File: src/hw/rtl/ssc_pkg.sv
`timescale 1ns / 1ps
`default_nettype none
package ssc_pkg;

  localparam int unsigned CFG_ADDR_W  = 6;
  localparam int unsigned CFG_DATA_W  = 64;
  localparam int unsigned REG_IDX_LSB = 3;
  localparam int unsigned REG_IDX_W   = CFG_ADDR_W - REG_IDX_LSB;

  localparam logic [REG_IDX_W-1:0] REG_KEY01 = 3'd0;
  localparam logic [REG_IDX_W-1:0] REG_KEY23 = 3'd1;
  localparam logic [REG_IDX_W-1:0] REG_KEY45 = 3'd2;
  localparam logic [REG_IDX_W-1:0] REG_KEY67 = 3'd3;
  localparam logic [REG_IDX_W-1:0] REG_NONCE = 3'd4;

  localparam logic [31:0] SIGMA0 = 32'h61707865;
  localparam logic [31:0] SIGMA1 = 32'h3320646e;
  localparam logic [31:0] SIGMA2 = 32'h79622d32;
  localparam logic [31:0] SIGMA3 = 32'h6b206574;

  typedef logic [15:0][31:0] state_t;

  typedef struct packed {
    logic [63:0] key01;
    logic [63:0] key23;
    logic [63:0] key45;
    logic [63:0] key67;
    logic [63:0] nonce;
  } cfg_t;

  typedef struct packed {
    logic        need_block;
    logic [63:0] ctr;
    logic [2:0]  pos;
    logic [63:0] chunk;
    logic [3:0]  nbytes;
    logic        last;
  } item_t;

  // quarter-round word indices a, b, c, d
  localparam logic [3:0] COL_IDX [4][4] = '{
    '{4'd0,  4'd4,  4'd8,  4'd12},
    '{4'd5,  4'd9,  4'd13, 4'd1},
    '{4'd10, 4'd14, 4'd2,  4'd6},
    '{4'd15, 4'd3,  4'd7,  4'd11}
  };
  localparam logic [3:0] ROW_IDX [4][4] = '{
    '{4'd0,  4'd1,  4'd2,  4'd3},
    '{4'd5,  4'd6,  4'd7,  4'd4},
    '{4'd10, 4'd11, 4'd8,  4'd9},
    '{4'd15, 4'd12, 4'd13, 4'd14}
  };

  function automatic logic [31:0] rotl(input logic [31:0] v, input int unsigned s);
    return (v << s) | (v >> (32 - s));
  endfunction

  function automatic state_t init_state(input cfg_t cfg, input logic [63:0] ctr);
    state_t s;
    s[0]  = SIGMA0;
    s[1]  = cfg.key01[31:0];
    s[2]  = cfg.key01[63:32];
    s[3]  = cfg.key23[31:0];
    s[4]  = cfg.key23[63:32];
    s[5]  = SIGMA1;
    s[6]  = cfg.nonce[31:0];
    s[7]  = cfg.nonce[63:32];
    s[8]  = ctr[31:0];
    s[9]  = ctr[63:32];
    s[10] = SIGMA2;
    s[11] = cfg.key45[31:0];
    s[12] = cfg.key45[63:32];
    s[13] = cfg.key67[31:0];
    s[14] = cfg.key67[63:32];
    s[15] = SIGMA3;
    return s;
  endfunction

  // Two of the four quarter-round steps on all four groups of one round.
  function automatic state_t half_round(input state_t w, input logic row, input logic second);
    state_t     r;
    logic [3:0] ia;
    logic [3:0] ib;
    logic [3:0] ic;
    logic [3:0] id;
    r = w;
    for (int q = 0; q < 4; q++) begin
      ia = row ? ROW_IDX[q][0] : COL_IDX[q][0];
      ib = row ? ROW_IDX[q][1] : COL_IDX[q][1];
      ic = row ? ROW_IDX[q][2] : COL_IDX[q][2];
      id = row ? ROW_IDX[q][3] : COL_IDX[q][3];
      if (!second) begin
        r[ib] = r[ib] ^ rotl(r[ia] + r[id], 7);
        r[ic] = r[ic] ^ rotl(r[ib] + r[ia], 9);
      end else begin
        r[id] = r[id] ^ rotl(r[ic] + r[ib], 13);
        r[ia] = r[ia] ^ rotl(r[id] + r[ic], 18);
      end
    end
    return r;
  endfunction

  function automatic state_t add_state(input state_t w, input state_t s);
    state_t r;
    for (int i = 0; i < 16; i++) begin
      r[i] = w[i] + s[i];
    end
    return r;
  endfunction

endpackage
`default_nettype wire

File: src/hw/rtl/ssc_queue.sv
`timescale 1ns / 1ps
`default_nettype none
module ssc_queue #(
  parameter int unsigned DEPTH = 4
) (
  input  wire logic            clk,
  input  wire logic            rst_n,
  input  wire logic            push,
  input  wire ssc_pkg::item_t  push_item,
  output logic                 full,
  input  wire logic            pop,
  output logic                 head_valid,
  output ssc_pkg::item_t       head_item
);

  localparam int unsigned PTR_W = (DEPTH > 1) ? $clog2(DEPTH) : 1;
  localparam int unsigned CNT_W = $clog2(DEPTH + 1);

  ssc_pkg::item_t   mem_r [DEPTH];
  logic [PTR_W-1:0] wr_ptr_r;
  logic [PTR_W-1:0] rd_ptr_r;
  logic [CNT_W-1:0] count_r;
  logic [CNT_W-1:0] count_nxt;

  assign full       = (count_r == CNT_W'(DEPTH));
  assign head_valid = (count_r != '0);
  assign head_item  = mem_r[rd_ptr_r];

  always_comb begin
    count_nxt = count_r;
    if (push && !pop) begin
      count_nxt = count_r + 1'b1;
    end else if (pop && !push) begin
      count_nxt = count_r - 1'b1;
    end
  end

  always_ff @(posedge clk) begin
    if (push) begin
      mem_r[wr_ptr_r] <= push_item;
    end
  end

  always_ff @(posedge clk) begin
    if (!rst_n) begin
      wr_ptr_r <= '0;
      rd_ptr_r <= '0;
      count_r  <= '0;
    end else begin
      count_r <= count_nxt;
      if (push) begin
        wr_ptr_r <= (wr_ptr_r == PTR_W'(DEPTH - 1)) ? '0 : wr_ptr_r + 1'b1;
      end
      if (pop) begin
        rd_ptr_r <= (rd_ptr_r == PTR_W'(DEPTH - 1)) ? '0 : rd_ptr_r + 1'b1;
      end
    end
  end

  push_not_full: assert property (@(posedge clk) disable iff (!rst_n)
    push |-> (!full || pop))
    else $error("item pushed into a full queue");
  pop_not_empty: assert property (@(posedge clk) disable iff (!rst_n)
    pop |-> head_valid)
    else $error("item popped from an empty queue");
  count_step: assert property (@(posedge clk) disable iff (!rst_n)
    (push && !pop) |=> (count_r == $past(count_r) + 1'b1))
    else $error("queue count lost a pushed item");

endmodule
`default_nettype wire

File: config.mk
export PLATFORM = sky130hd
export DESIGN_NAME = ssc_queue
export DESIGN_NICKNAME = d
export VERILOG_FILES = /design/src/hw/rtl/ssc_pkg.sv /design/src/hw/rtl/ssc_queue.sv
export SDC_FILE = /design/constraint.sdc
export NUM_CORES = 1
export LEC_CHECK = 0
export BUFFER_PORTS_ARGS = -buffer_cell sky130_fd_sc_hd__buf_2
export CELL_PAD_IN_SITES_DETAIL_PLACEMENT = 1
export CELL_PAD_IN_SITES_GLOBAL_PLACEMENT = 2
export CORE_UTILIZATION = 40
export CTS_CLUSTER_DIAMETER = 120
export DETAILED_ROUTE_END_ITERATION = 6
export PLACE_DENSITY = 0.81
export REMOVE_ABC_BUFFERS = 1
export SETUP_SLACK_MARGIN = 0.1
export SKIP_CTS_REPAIR_TIMING = 1
export SYNTH_ARGS = -nofsm -noshare
export SYNTH_HDL_FRONTEND = slang
export SYNTH_SLANG_ARGS = --single-unit
export TNS_END_PERCENT = 100
File: constraint.sdc
create_clock -name clk -period 5.9 [get_ports clk]
set_input_delay 1.18 -clock clk [delete_from_list [all_inputs] [get_ports clk]]
set_output_delay 1.18 -clock clk [all_outputs]
set_load 0.01 [all_outputs]
==> results.sh <==
export IMPL_status="complete, no violations"
export IMPL_synth_area_top_cells="edfxtp_1, mux4_2, dfxtp_1"
export IMPL_finalWeightedCongestion=0.680
export IMPL_rows=82
export IMPL_cts_max_level=2
export IMPL_nets=1226
export IMPL_grt_max_degree=72
export IMPL_min_path_type="register to register"
export IMPL_ios=280
export IMPL_final_area_mm2=0.0242
export IMPL_power_leakage_uw=0.00803
export IMPL_cts_buffers=57
export IMPL_slowest_delay_ns=0.93
export IMPL_clock_latency_ns=0.60
export IMPL_crit_path_end_kind="output port"
export IMPL_place_area_mm2=0.0224
export IMPL_drc=0
export IMPL_crit_family="flip-flops"
export IMPL_cts_sinks=557
export IMPL_clk_path_buf_depth=3
export IMPL_root_buffer="clkbuf_16"
export IMPL_coreArea_mm2=0.0500
export IMPL_ys_ff_latch=557
export IMPL_initial_core_util_pct=40.4
export IMPL_final_cell_count_no_fill=1801
export IMPL_setup_tns_ns=0
export IMPL_rsz0062_at_grt="false"
export IMPL_overflow=0
export IMPL_grt_pass1_wl_mm=59.6
export IMPL_path_class="register to output port"
export IMPL_yosysSeqAreaShare_pct=82.3
export IMPL_ys_warn_count=0
export IMPL_finalHoldViolations=0
export IMPL_route_final_wire_length_mm=40.6
export IMPL_die_h_um=227
export IMPL_fmax_mhz=252
export IMPL_required_ns=4.72
export IMPL_drive_gt1_share_pct=45.6
export IMPL_fin_skew_ns=0.0187
export IMPL_clk_pin_slew_worst_paths_ns=0.06
export IMPL_initialDrtViolationCount=429
export IMPL_path_buf_inv=2
export IMPL_dieArea_mm2=0.0514
export IMPL_worst_ep_arrival_time_ns=2.79
export IMPL_synthesis_area_mm2=0.0202
export IMPL_grt_use_total_pct=15.8
export IMPL_crit_slowest_cell="dfxtp_4"
export IMPL_hpwl_mm=24.1
export IMPL_drt_pass1_iter_count=4
export IMPL_crit_fanout=48
export IMPL_ant_nets=0
export IMPL_setup_violations=0
export IMPL_vdd_drop_max_mv=0.229
export IMPL_numPlacedInstances=1691
export IMPL_netlist_area_leader_share_pct=81.4
export IMPL_period_share_pct=67.3
export IMPL_grt_pass1_vias=9691
export IMPL_pwr_density_cell_mw_per_mm2=358
export IMPL_die_width_um=227
export IMPL_max_cap_violations=0
export IMPL_num_vias=9024
export IMPL_synth_top_area_cell="edfxtp_1"
export IMPL_syn_avg_cell_area_um2=26.6
export IMPL_areaGrowthSynthToFinish_pct=19.7
export IMPL_synth_cells=759
export IMPL_viasPerCell=5.01
export IMPL_grt_antenna_before_repair=9
export IMPL_slew_headroom_pct=24.7
export IMPL_crit_path_start_kind="register"
export IMPL_portBuffers=279
export IMPL_cp_cell_sequence="buf_12 > mux4_2 > buf_2"
export IMPL_post_drt_wl_per_cell_um=22.6
export IMPL_slew_viol_final=0
export IMPL_cts_tree="built"
export IMPL_worst_pin_slew_ns=1.13
export IMPL_synth_cell_types=22
export IMPL_pre_cts_slack_ns=2.38
export IMPL_finalCriticalPeriod_ns=3.97
export IMPL_layout_setup_ws_ns=1.93
## tightest hold or removal path: cells and delay by family (launching register included)
family | cells | cell delay, ns
compound gates | 2 | 0.16
flops | 1 | 0.33
## registers in the layout (all words and copies together), names as in the netlist, named ones only
| register | count |
|---|---|
| mem_r | 548 |
| wr_ptr_r | 2 |
| count_r | 3 |
| rd_ptr_r | 2 |
## kinds of logic (layout without fill, tap and decap cells)
| group | Yosys count | in the layout | synth area share [%] |
|---|---|---|---|
| other | 0 | 3 | 0 |
| buffers and inverters | 34 | 401 | 1.11 |
| DFF | 557 | 557 | 82.3 |
| AOI/OAI and AO/OA | 3 | 3 | 0.0991 |
| muxes | 141 | 141 | 15.5 |
| xor gates and xnor gates | 2 | 2 | 0.0867 |
| and+or+nand+nor | 15 | 15 | 0.452 |
| adders and majority gates | 7 | 7 | 0.471 |
## path summary, 6_finish.rpt
kind	from	slack, ns	to	cells after the start
setup / recovery	register	1.93	head_item[96]	3
setup reg to reg	wr_ptr_r[0]	3.57	mem_r[2][4]	4
hold reg to reg	count_r[2]	0.54	count_r[2]	2
hold / removal	count_r[2]	0.54	count_r[2]	2
## routing by layer
layer,share of wire [%],track usage [%]
met1,40,19.6
met2,50,25.9
met3,7.6,5.65
met4,2.1,4.49
met5,0.20,0
## final cells by class
class                      instances  area [um2]
clock buffer                      68        1510
multi-input combinational        168        3360
antenna                            3        7.51
fill                            4522       25800
tap                              672         841
inverter                           4        15.0
sequential                       557       16600
clock inverter                    39         240
timing repair buffer             290        1570
## report_power, final
part | switching (uW) | internal (uW)
clock | 1450 | 1900
combinational | 378 | 322
sequential | 69.3 | 4540
## cell usage after synthesis
| master | instances |
|---|---|
| a21boi_0 | 1 |
| and2_1 | 5 |
| buf_2 | 14 |
| buf_4 | 9 |
| buf_6 | 6 |
| clkbuf_1 | 1 |
| dfxtp_1 | 9 |
| edfxtp_1 | 548 |
| fa_1 | 1 |
| ha_1 | 6 |
| inv_1 | 4 |
| mux2i_1 | 4 |
| mux4_2 | 137 |
| nor2_1 | 1 |
| nor2b_1 | 5 |
| nor3_1 | 1 |
| nor3b_1 | 1 |
| o21a_1 | 1 |
| o21ai_0 | 1 |
| or3_1 | 2 |
| xnor2_1 | 1 |
| xor2_1 | 1 |
## per-stage QoR
stage                     total power, uW  utilization (%)  hold slack [ns]
final                                8660             48.4            0.537
after global placement               5390             44.9            0.496
after floorplan                      5110                -            0.467
after global routing                 8970             48.4            0.567
after CTS                            8800             48.4            0.544
after detailed placement             5420             44.9            0.538
## cell usage in the layout (no fill, tap or decap)
cell type   netlist  layout
clkbuf_16         0      59
dfxtp_1           9       7
nor3b_1           1       1
nor2b_1           5       5
and2_4            0       4
a21boi_0          1       1
xnor2_1           1       1
fa_1              1       1
clkinv_1          0      18
buf_12            0       7
clkinvlp_4        0       4
buf_2            14     279
o21a_1            1       1
and2_1            5       1
bufinv_16         0       2
buf_4             9       4
clkbuf_1          1       9
nor3_1            1       1
diode_2           0       3
nor2_1            1       1
xor2_1            1       1
o21ai_0           1       1
dfxtp_4           0       2
or3_1             2       2
edfxtp_1        548     548
ha_1              6       6
clkinv_2          0      13
inv_1             4       4
inv_6             0       2
mux4_2          137     137
mux2i_1           4       4
Power figures use the tool's default switching activity.
