**config.mk**
```make
export PLATFORM = sky130hd
export DESIGN_NAME = ssc_front
export DESIGN_NICKNAME = d
export VERILOG_FILES = /design/src/hw/rtl/ssc_pkg.sv /design/src/hw/rtl/ssc_front.sv
export SDC_FILE = /design/constraint.sdc
export NUM_CORES = 1
export LEC_CHECK = 0
export BUFFER_PORTS_ARGS = -buffer_cell sky130_fd_sc_hd__buf_2
export CAP_MARGIN = 20
export CELL_PAD_IN_SITES_DETAIL_PLACEMENT = 1
export CELL_PAD_IN_SITES_GLOBAL_PLACEMENT = 1
export CORE_ASPECT_RATIO = 1.2
export CORE_MARGIN = 4
export CORE_UTILIZATION = 23
export CTS_CLUSTER_SIZE = 10
export DETAILED_ROUTE_END_ITERATION = 16
export PLACE_DENSITY_LB_ADDON = 0.1
export SLEW_MARGIN = 20
export SYNTH_ARGS = -nofsm -noshare
export SYNTH_HDL_FRONTEND = slang
export SYNTH_SLANG_ARGS = --single-unit
```
**constraint.sdc**
```tcl
create_clock -name clk -period 3.9 [get_ports clk]
set_clock_uncertainty 0.15 [all_clocks]
set_input_delay 0.975 -clock clk [delete_from_list [all_inputs] [get_ports clk]]
set_output_delay 0.975 -clock clk [all_outputs]
set_load 0.02 [all_outputs]
```
**src/hw/rtl/ssc_pkg.sv**
```systemverilog
`timescale 1ns / 1ps
`default_nettype none
package ssc_pkg;

  localparam int unsigned CFG_ADDR_W  = 6;
  localparam int unsigned CFG_DATA_W  = 64;
  localparam int unsigned REG_IDX_LSB = 3;
  localparam int unsigned REG_IDX_W   = CFG_ADDR_W - REG_IDX_LSB;

  localparam logic [REG_IDX_W-1:0] REG_KEY01 = 3'd0;
  localparam logic [REG_IDX_W-1:0] REG_KEY23 = 3'd1;
  localparam logic [REG_IDX_W-1:0] REG_KEY45 = 3'd2;
  localparam logic [REG_IDX_W-1:0] REG_KEY67 = 3'd3;
  localparam logic [REG_IDX_W-1:0] REG_NONCE = 3'd4;

  localparam logic [31:0] SIGMA0 = 32'h61707865;
  localparam logic [31:0] SIGMA1 = 32'h3320646e;
  localparam logic [31:0] SIGMA2 = 32'h79622d32;
  localparam logic [31:0] SIGMA3 = 32'h6b206574;

  typedef logic [15:0][31:0] state_t;

  typedef struct packed {
    logic [63:0] key01;
    logic [63:0] key23;
    logic [63:0] key45;
    logic [63:0] key67;
    logic [63:0] nonce;
  } cfg_t;

  typedef struct packed {
    logic        need_block;
    logic [63:0] ctr;
    logic [2:0]  pos;
    logic [63:0] chunk;
    logic [3:0]  nbytes;
    logic        last;
  } item_t;

  // quarter-round word indices a, b, c, d
  localparam logic [3:0] COL_IDX [4][4] = '{
    '{4'd0,  4'd4,  4'd8,  4'd12},
    '{4'd5,  4'd9,  4'd13, 4'd1},
    '{4'd10, 4'd14, 4'd2,  4'd6},
    '{4'd15, 4'd3,  4'd7,  4'd11}
  };
  localparam logic [3:0] ROW_IDX [4][4] = '{
    '{4'd0,  4'd1,  4'd2,  4'd3},
    '{4'd5,  4'd6,  4'd7,  4'd4},
    '{4'd10, 4'd11, 4'd8,  4'd9},
    '{4'd15, 4'd12, 4'd13, 4'd14}
  };

  function automatic logic [31:0] rotl(input logic [31:0] v, input int unsigned s);
    return (v << s) | (v >> (32 - s));
  endfunction

  function automatic state_t init_state(input cfg_t cfg, input logic [63:0] ctr);
    state_t s;
    s[0]  = SIGMA0;
    s[1]  = cfg.key01[31:0];
    s[2]  = cfg.key01[63:32];
    s[3]  = cfg.key23[31:0];
    s[4]  = cfg.key23[63:32];
    s[5]  = SIGMA1;
    s[6]  = cfg.nonce[31:0];
    s[7]  = cfg.nonce[63:32];
    s[8]  = ctr[31:0];
    s[9]  = ctr[63:32];
    s[10] = SIGMA2;
    s[11] = cfg.key45[31:0];
    s[12] = cfg.key45[63:32];
    s[13] = cfg.key67[31:0];
    s[14] = cfg.key67[63:32];
    s[15] = SIGMA3;
    return s;
  endfunction

  // Two of the four quarter-round steps on all four groups of one round.
  function automatic state_t half_round(input state_t w, input logic row, input logic second);
    state_t     r;
    logic [3:0] ia;
    logic [3:0] ib;
    logic [3:0] ic;
    logic [3:0] id;
    r = w;
    for (int q = 0; q < 4; q++) begin
      ia = row ? ROW_IDX[q][0] : COL_IDX[q][0];
      ib = row ? ROW_IDX[q][1] : COL_IDX[q][1];
      ic = row ? ROW_IDX[q][2] : COL_IDX[q][2];
      id = row ? ROW_IDX[q][3] : COL_IDX[q][3];
      if (!second) begin
        r[ib] = r[ib] ^ rotl(r[ia] + r[id], 7);
        r[ic] = r[ic] ^ rotl(r[ib] + r[ia], 9);
      end else begin
        r[id] = r[id] ^ rotl(r[ic] + r[ib], 13);
        r[ia] = r[ia] ^ rotl(r[id] + r[ic], 18);
      end
    end
    return r;
  endfunction

  function automatic state_t add_state(input state_t w, input state_t s);
    state_t r;
    for (int i = 0; i < 16; i++) begin
      r[i] = w[i] + s[i];
    end
    return r;
  endfunction

endpackage
`default_nettype wire

```
**src/hw/rtl/ssc_front.sv**
```systemverilog
`timescale 1ns / 1ps
`default_nettype none
module ssc_front (
  input  wire logic           clk,
  input  wire logic           rst_n,
  input  wire logic           in_valid,
  output logic                in_ready,
  input  wire logic           in_first,
  input  wire logic [63:0]    in_chunk_in,
  input  wire logic [3:0]     in_valid_bytes,
  input  wire logic           in_last,
  input  wire logic           q_full,
  output logic                q_push,
  output ssc_pkg::item_t      q_item
);

  logic [63:0] ctr_r;
  logic [63:0] ctr_nxt;
  logic [2:0]  pos_r;
  logic [2:0]  pos_nxt;
  logic [63:0] eff_ctr;
  logic [2:0]  eff_pos;

  assign in_ready = !q_full;
  assign q_push   = in_valid && in_ready;

  // first restarts the message before this item is placed
  assign eff_ctr = in_first ? '0 : ctr_r;
  assign eff_pos = in_first ? '0 : pos_r;

  always_comb begin
    q_item.need_block = (eff_pos == 3'd0);
    q_item.ctr        = eff_ctr;
    q_item.pos        = eff_pos;
    q_item.chunk      = in_chunk_in;
    q_item.nbytes     = in_valid_bytes;
    q_item.last       = in_last;
  end

  always_comb begin
    pos_nxt = pos_r;
    ctr_nxt = ctr_r;
    if (q_push) begin
      pos_nxt = eff_pos + 3'd1;
      ctr_nxt = (eff_pos == 3'd7) ? eff_ctr + 64'd1 : eff_ctr;
    end
  end

  always_ff @(posedge clk) begin
    if (!rst_n) begin
      pos_r <= '0;
      ctr_r <= '0;
    end else begin
      pos_r <= pos_nxt;
      ctr_r <= ctr_nxt;
    end
  end

endmodule
`default_nettype wire

```
==> flow_summary.json, run 1 <==
{
  "regArea_um2": 1340,
  "min_period_ns": 3.44,
  "synthArstFlopShare_pct": 0,
  "design.die.area_um2": 24700,
  "synth_top_area_share_pct": 26.2,
  "p_leak_nw": 2.18,
  "min_path_type": "reg2reg",
  "insertion_delay_ns": 0.34,
  "grt_pass1_wl_um": 29200,
  "numCtsBuffers": 9,
  "drt_iter0_markers": 234,
  "multi_input_area_um2": 3070,
  "startpoint_type": "input port",
  "rsz0062_at_grt": "no",
  "core.rowCount": 59,
  "powerDensity_nw_per_um2": 278,
  "synth_edf_count": 0,
  "clockBufferDepth": 2,
  "syn_nets": 752,
  "p_int_mw": 1.17,
  "critical_path_class": "in2out",
  "seqPwrFrac_pct": 43.9,
  "netlist_top_cells_area": "dfxtp_1 26%, buf_4 10%, nor2b_1 7.5%, nand2_1 7.3%, nand3_1 4.5%",
  "die_w_um": 144,
  "wl_um": 18200,
  "post_cts_buffers": 0,
  "antenna_left": 0,
  "synth_seq_cells": 67,
  "slew_violations": 0,
  "post_cts_resized": 0,
  "fin_nets": 758,
  "avgSynthCellArea_um2": 7.58,
  "h-tree-depth": 3,
  "grt.total_usage_pct": 15.0,
  "avgRoutedWirePerCell_um": 19.0,
  "vdd_drop_max_mv": 0.226,
  "clock_power_share_pct": 51.1,
  "netlist_area_um2": 5110,
  "holdBufCountCts": 0,
  "finalPower_mw": 1.56,
  "finalNonFillerCells": 959,
  "grt_start_max_net_pins": 45,
  "io_pins": 213,
  "outcome": "finished, final reports clean",
  "final-hold-violation-count": 0,
  "clock-sinks": 67,
  "max_freq_ghz": 0.291,
  "switching_power_mw": 0.398,
  "yosysSeqAreaShare_pct": 26.2,
  "dp_slack_ns": 0.242,
  "drtPass1Iterations": 4,
  "tritoncts": "done",
  "cp.required_ns": 2.77,
  "antenna_found_initial": 0,
  "ys_types": 54,
  "yosysWarnings": 0,
  "area_growth_pct": 10.1,
  "syn_inst": 674,
  "postPlaceCellArea_um2": 5340,
  "via_per_inst": 4.96,
  "relSlewSlack_pct": 44.8,
  "switching_share_pct": 25.4,
  "synth_top_area_cell": "dfxtp_1",
  "p_comb_share_pct": 5.1,
  "fp.dieH_um": 171,
  "fillCellCount": 2639,
  "cts.clk_slew.worst_paths_ns": 0.06,
  "period_share_pct": 88.1,
  "place_congestion": 0.802,
  "grt.overflow.total": 0,
  "drive_gt1_share_pct": 20.1,
  "dp_cells": 943,
  "crit_path_end_kind": "output port",
  "critPathMaxFanout": 38,
  "start_util_pct": 23.5,
  "core_um2": 21800,
  "drc": 0,
  "tightest_slew_ns": 0.828,
  "vias": 4753,
  "insertedDiodeCount": 0,
  "fin_area_um2": 5620,
  "ys.flop_type": "dfxtp_1",
  "finalSetupViolations": 0,
  "port_buffers": 74,
  "worstPathArrival_ns": 2.31,
  "grt_pass1_vias": 5122,
  "cap_violations": 0,
  "root_buffer": "clkbuf_16",
  "place_hpwl_um": 13700,
  "netlist_top_cells_count": "99 x nand2_1, 69 x buf_4, 67 x dfxtp_1, 61 x nor2b_1, 46 x nand3_1",
  "post-synth-top-count-cell": "nand2_1",
  "worst_slack_ns": 0.463,
  "fin_setup_tns_ns": 0
}
## per-layer routing
| metal | up-vias | track usage (%) | share of wire (%) |
|---|---|---|---|
| li1 | 2311 | - | - |
| met5 | - | 0 | 0 |
| met2 | 114 | 26.3 | 50 |
| met1 | 2303 | 18.6 | 45 |
| met3 | 25 | 2.95 | 3.8 |
| met4 | 0 | 4.50 | 1.6 |
## metrics by stage
step / hold slack (ns) / utilization (%)
2_1_floorplan: 0.282 / -
3_3_place_gp: 0.297 / 24.5
3_5_place_dp: 0.310 / 24.5
4_1_cts: 0.318 / 25.8
5_1_grt: 0.341 / 25.8
6_report: 0.311 / 25.8
## cell families after synthesis
kind of cell    share of synthesized area, %
compound gates                          6.95
xor+xnor                                4.63
fa+ha+maj                              0.979
buf+inv                                 13.8
flops                                   26.2
mux                                     2.57
simple gates                            44.9
## power groups by stage
stage / logic [mW] / clock network [mW] / registers, mW
floorplan: 0.157 / 0 / 0.701
global placement: 0.0803 / 0 / 0.701
detailed placement: 0.0820 / 0 / 0.701
CTS: 0.0821 / 0.827 / 0.685
global route: 0.0898 / 0.859 / 0.685
finish: 0.0793 / 0.798 / 0.686
## worst paths after layout
path	start	slack [ns]	depth (start not counted)	to
hold / removal	pos_r[2]	0.31	2	pos_r[2]
setup / recovery	in_first	0.46	6	q_item[131]
hold reg to reg	pos_r[2]	0.31	2	pos_r[2]
setup reg to reg	pos_r[0]	1.13	8	ctr_r[53]
## placed cells by master, fill, tap and decap left out, types with 3 or more instances in the layout
| cell type | n |
|---|---|
| or3_1 | 7 |
| ha_1 | 4 |
| nand4_2 | 5 |
| xor2_1 | 11 |
| nand2_1 | 98 |
| nor3_1 | 15 |
| buf_4 | 24 |
| nand3b_1 | 5 |
| o31ai_1 | 9 |
| nor4_1 | 17 |
| clkbuf_16 | 9 |
| and3_1 | 10 |
| nand4b_1 | 9 |
| or4_1 | 4 |
| nor4_4 | 4 |
| and4b_1 | 6 |
| buf_2 | 73 |
| a21oi_1 | 15 |
| nor2b_1 | 59 |
| mux2i_1 | 12 |
| xnor2_1 | 16 |
| nor2_1 | 40 |
| and4_1 | 4 |
| dfxtp_1 | 67 |
| nand2b_1 | 7 |
| nor4_2 | 3 |
| o21ai_0 | 10 |
| nor2b_2 | 3 |
| nand4_1 | 26 |
| clkinv_2 | 4 |
| o2111ai_1 | 8 |
| and2_1 | 17 |
| inv_1 | 9 |
| nand3_1 | 46 |
## state kept, by name (all words and copies together), names as in the netlist
name,flops
ctr_r,64
pos_r,3
## final cells by class
class	instances	share of cell area (%)
multi-input combinational	494	54.6
sequential	67	23.8
timing repair buffer	97	9.70
tap	274	6.10
clock buffer	11	4.49
inverter	11	0.734
clock inverter	5	0.489
## worst max-delay path, stage by stage
cell      delay (ns)
buf_4           0.13
buf_4           0.36
buf_4           0.37
nand2b_1        0.23
inv_1           0.07
buf_2           0.16
Note: power is estimated with default switching activity, not from simulation.
==> run 2: changes to the inputs <==
==> constraint.sdc (replaced) <==
create_clock -name clk -period 3.1 [get_ports clk]
set_clock_uncertainty 0.15 [all_clocks]
set_input_delay 0.775 -clock clk [delete_from_list [all_inputs] [get_ports clk]]
set_output_delay 0.775 -clock clk [all_outputs]
set_load 0.02 [all_outputs]
==> run 2 against run 1 <==
  * Design area up 9.2%
  * Core utilization up 2.4 points
  * Combinational power up 44%
  * Via count up 3.1%
  * Register-to-register slack worse by 0.59 ns
  * Wire length up 1.1%
  * Highest routed layer unchanged
==> flow_summary.json, run 2 (synthesis gave the netlist of run 1 again) <==
{
  "outcome": "finished, final reports clean",
  "drive_gt1_share_pct": 26.2,
  "fin_setup_tns_ns": 0,
  "largestRegisters": "ctr_r x64, pos_r x3",
  "slowest_delay_ns": 0.36,
  "cp.required_ns": 3.22,
  "rsz0062_at_grt": "no",
  "final-hold-violation-count": 0,
  "area_growth_pct": 20.2,
  "p_leak_nw": 2.50,
  "startpoint": "in_first",
  "insertion_delay_ns": 0.34,
  "grt_pass1_vias": 5147,
  "die_w_um": 144,
  "clockBufferDepth": 2,
  "critPathMaxFanout": 8,
  "io_pins": 213,
  "cts.clk_slew.worst_paths_ns": 0.06,
  "fin_area_um2": 6140,
  "final_cell_mix": "98 x nand2_1, 73 x buf_2, 67 x dfxtp_1",
  "holdBufCountCts": 0,
  "tightest_slew_ns": 0.674,
  "grt.overflow.total": 0,
  "core.rowCount": 59,
  "dp_slack_ns": -0.145,
  "startpoint_type": "input port",
  "numCtsBuffers": 9,
  "post_cts_resized": 0,
  "period_share_pct": 92.5,
  "powerDensity_nw_per_um2": 327,
  "drt_iter0_markers": 202,
  "max_freq_ghz": 0.349,
  "place_hpwl_um": 14000,
  "grt.total_usage_pct": 15.3,
  "largest_reg_flops": 64,
  "design.die.area_um2": 24700,
  "mostFrequentLayoutCell": "nand2_1",
  "avgRoutedWirePerCell_um": 18.5,
  "critical_path_class": "in2reg",
  "r2r-start": "pos_r[0]",
  "postPlaceCellArea_um2": 5860,
  "wl_um": 18400,
  "via_per_inst": 4.92,
  "core_um2": 21800,
  "post_cts_buffers": 0,
  "vias": 4900,
  "relSlewSlack_pct": 54.8,
  "min_period_ns": 2.87,
  "worst_path_most_repeated_cell": "ha_4",
  "antenna_left": 0,
  "port_buffers": 74,
  "critical_path.cell_chain": "buf_4 -> nand2b_1 -> inv_2 -> ha_4 -> ha_4 -> nand4b_1 -> nor4_4 -> nand4_2 -> and4b_1 -> mux2i_1",
  "insertedDiodeCount": 0,
  "grt_pass1_wl_um": 29400,
  "worstPathArrival_ns": 2.99,
  "drc": 0,
  "fin_nets": 797,
  "crit_slowest_cell": "nor4_4",
  "fp.dieH_um": 171,
  "h-tree-depth": 3,
  "worst_slack_ns": 0.231,
  "min_from": "pos_r[2]",
  "antenna_found_initial": 0,
  "min_path_type": "reg2reg",
  "drtPass1Iterations": 4,
  "finalSetupViolations": 0,
  "root_buffer": "clkbuf_16",
  "start_util_pct": 23.5,
  "vdd_drop_max_mv": 0.240,
  "top_register": "ctr_r",
  "slew_violations": 0,
  "clock-sinks": 67,
  "grt_start_max_net_pins": 60,
  "cap_violations": 0,
  "crit_path_end_kind": "flop",
  "place_congestion": 0.784,
  "tritoncts": "done"
}
## run 2: cell count changes in the layout (fill, tap and decap cells not counted), moves of 3 or more
cell and change:
buf_4 +35, nor4_1 -7, nor4_4 +5, buf_12 +4, ha_1 -3, ha_4 +3
## run 2: per-stage QoR
step,total power [mW],hold WS [ns],instances,utilization (%)
detailed placement,0.999,0.299,982,26.9
global placement,0.995,0.299,982,26.9
floorplan,1.09,0.282,674,-
global route,2.08,0.342,996,28.2
finish,2.01,0.303,996,28.2
CTS,2.05,0.309,996,28.2
## run 2: path summary, 6_finish.rpt
kind / end / slack (ns) / cells past startpoint
max: ctr_r[53] / 0.23 / 10
min: pos_r[2] / 0.30 / 2
max reg2reg: ctr_r[53] / 0.54 / 8
min reg2reg: pos_r[2] / 0.30 / 2
## run 2: cell type report
cell class / count / area (um2)
Clock buffer: 11 / 243
Clock inverter: 3 / 40.0
Fill cell: 2625 / 15600
Inverter: 11 / 41.3
Multi-Input combinational cell: 494 / 3240
Sequential cell: 67 / 1340
Tap cell: 274 / 343
Timing Repair Buffer: 136 / 888
## run 2: power by group
| group | switching, mW | internal (mW) | leakage [nW] |
|---|---|---|---|
| registers | 0.000632 | 0.862 | 0.540 |
| clock network | 0.400 | 0.633 | 0.141 |
| logic | 0.0812 | 0.0328 | 1.82 |
## run 2: layer usage
layer  GRT usage, %  up-vias  routed length (um)
met1           19.1     2360                8150
li1               -     2393                   -
met3           2.28       29                 628
met2           26.5      118                9300
met5              0        -                   0
met4           5.73        0                 327
## run 2: worst max-delay path: cells and delay by family
family | cells | cell delay [ns]
simple gates | 5 | 1.45
mux | 1 | 0.19
fa+ha+maj | 2 | 0.31
buf+inv | 2 | 0.24
==> run 3: changes to the inputs <==
--- a/config.mk
+++ b/config.mk
@@ -12,6 +12,7 @@
 export CORE_ASPECT_RATIO = 1.2
 export CORE_MARGIN = 4
 export CORE_UTILIZATION = 23
+export CTS_BUF_LIST = sky130_fd_sc_hd__clkbuf_2 sky130_fd_sc_hd__clkbuf_4 sky130_fd_sc_hd__clkbuf_8
 export CTS_CLUSTER_SIZE = 10
 export DETAILED_ROUTE_END_ITERATION = 16
 export PLACE_DENSITY_LB_ADDON = 0.1
==> run 3 against run 2 <==
  * Die area unchanged
  * Via count about the same
  * Maximum frequency increased by 0.19%
  * Largest power group is now registers
==> flow_summary.json, run 3 (synthesis gave the netlist of run 1 again) <==
{
  "outcome": "finished, final reports clean",
  "powerDensity_nw_per_um2": 287,
  "worstPathArrival_ns": 1.94,
  "finalSetupViolations": 0,
  "area_growth_pct": 18.3,
  "p_leak_nw": 2.46,
  "avgRoutedWirePerCell_um": 18.5,
  "finalPower_mw": 1.73,
  "cp.required_ns": 2.17,
  "tightest_slew_ns": 0.707,
  "drt_iter0_markers": 202,
  "startpoint_type": "input port",
  "core.rowCount": 59,
  "clockBufferDepth": 2,
  "root_buffer": "clkbuf_8",
  "insertedDiodeCount": 0,
  "antenna_left": 0,
  "post_cts_resized": 0,
  "antenna_found_initial": 0,
  "clock-sinks": 67,
  "start_util_pct": 23.5,
  "h-tree-depth": 3,
  "fp.dieH_um": 171,
  "grt.total_usage_pct": 15.3,
  "vias": 4901,
  "relSlewSlack_pct": 52.6,
  "rsz0062_at_grt": "no",
  "min_path_type": "reg2reg",
  "drive_gt1_share_pct": 26.3,
  "port_buffers": 74,
  "post_cts_buffers": 0,
  "fillCellCount": 2641,
  "grt_start_max_net_pins": 60,
  "design.die.area_um2": 24700,
  "io_pins": 213,
  "min_period_ns": 2.86,
  "hold_ws_ns": 0.306,
  "mostFrequentLayoutCell": "nand2_1",
  "core_um2": 21800,
  "drtPass1Iterations": 4,
  "critical_path_class": "in2out",
  "fin_nets": 797,
  "insertion_delay_ns": 0.36,
  "max_freq_ghz": 0.349,
  "top_register": "ctr_r",
  "via_per_inst": 4.92,
  "cap_violations": 0,
  "crit_path_end_kind": "output port",
  "final_cell_mix": "98 x nand2_1, 73 x buf_2, 67 x dfxtp_1",
  "wl_um": 18400,
  "largest_reg_flops": 64,
  "period_share_pct": 92.4,
  "die_w_um": 144,
  "critPathMaxFanout": 36,
  "cts.clk_slew.worst_paths_ns": 0.08,
  "holdBufCountCts": 0,
  "slew_violations": 0,
  "largestRegisters": "ctr_r x64, pos_r x3",
  "place_congestion": 0.784,
  "place_hpwl_um": 14000,
  "grt_pass1_vias": 5150,
  "numCtsBuffers": 9,
  "tritoncts": "done",
  "vdd_drop_max_mv": 0.148,
  "grt_pass1_wl_um": 29400,
  "grt.overflow.total": 0,
  "final-hold-violation-count": 0,
  "drc": 0
}
## run 3: area by class of cell
| class | instances | area, um2 | area share [%] |
|---|---|---|---|
| sequential | 67 | 1340 | 22.2 |
| clock inverter | 3 | 40.0 | 0.663 |
| timing repair buffer | 136 | 888 | 14.7 |
| inverter | 11 | 41.3 | 0.683 |
| tap | 274 | 343 | 5.67 |
| clock buffer | 11 | 145 | 2.40 |
| multi-input combinational | 494 | 3240 | 53.7 |
## run 3: report_power, final
| group | total, mW | internal, mW | switching (mW) | leakage, nW |
|---|---|---|---|---|
| clock | 0.756 | 0.392 | 0.365 | 0.0985 |
| sequential | 0.861 | 0.861 | 0.000630 | 0.540 |
| combinational | 0.114 | 0.0328 | 0.0813 | 1.82 |
## run 3: metal layers
layer,GRT usage [%],vias up,share of wire [%]
met5,0,-,0
met4,5.61,0,1.9
met3,2.28,30,3.4
met2,26.4,111,51
met1,19.1,2370,44
li1,-,2390,-
## run 3: critical path, stage by stage
cell and delay [ns]:
buf_4 0.15, buf_12 0.17, buf_4 0.21, nor2b_1 0.30, buf_4 0.17, buf_2 0.15
## run 3: metrics by stage
step | TNS, ns | std cells | instance area, um2 | setup WS (ns) | utilization, %
finish | 0 | 996 | 6040 | 0.237 | 27.8
global route | 0 | 996 | 6040 | 0.138 | 27.8
CTS | 0 | 996 | 6040 | 0.229 | 27.8
detailed placement | -1.05 | 982 | 5860 | -0.145 | 26.9
global placement | -0.190 | 982 | 5860 | -0.0981 | 26.9
floorplan | -2.09 | 674 | 5330 | -0.176 | -
## run 3: final timing paths
path              startpoint          end  slack (ns)  cells past startpoint
setup / recovery    in_first  q_item[113]        0.24                      6
hold reg to reg     pos_r[2]     pos_r[2]        0.31                      2
setup reg to reg    pos_r[0]    ctr_r[53]        0.54                      8
hold / removal      pos_r[2]     pos_r[2]        0.31                      2
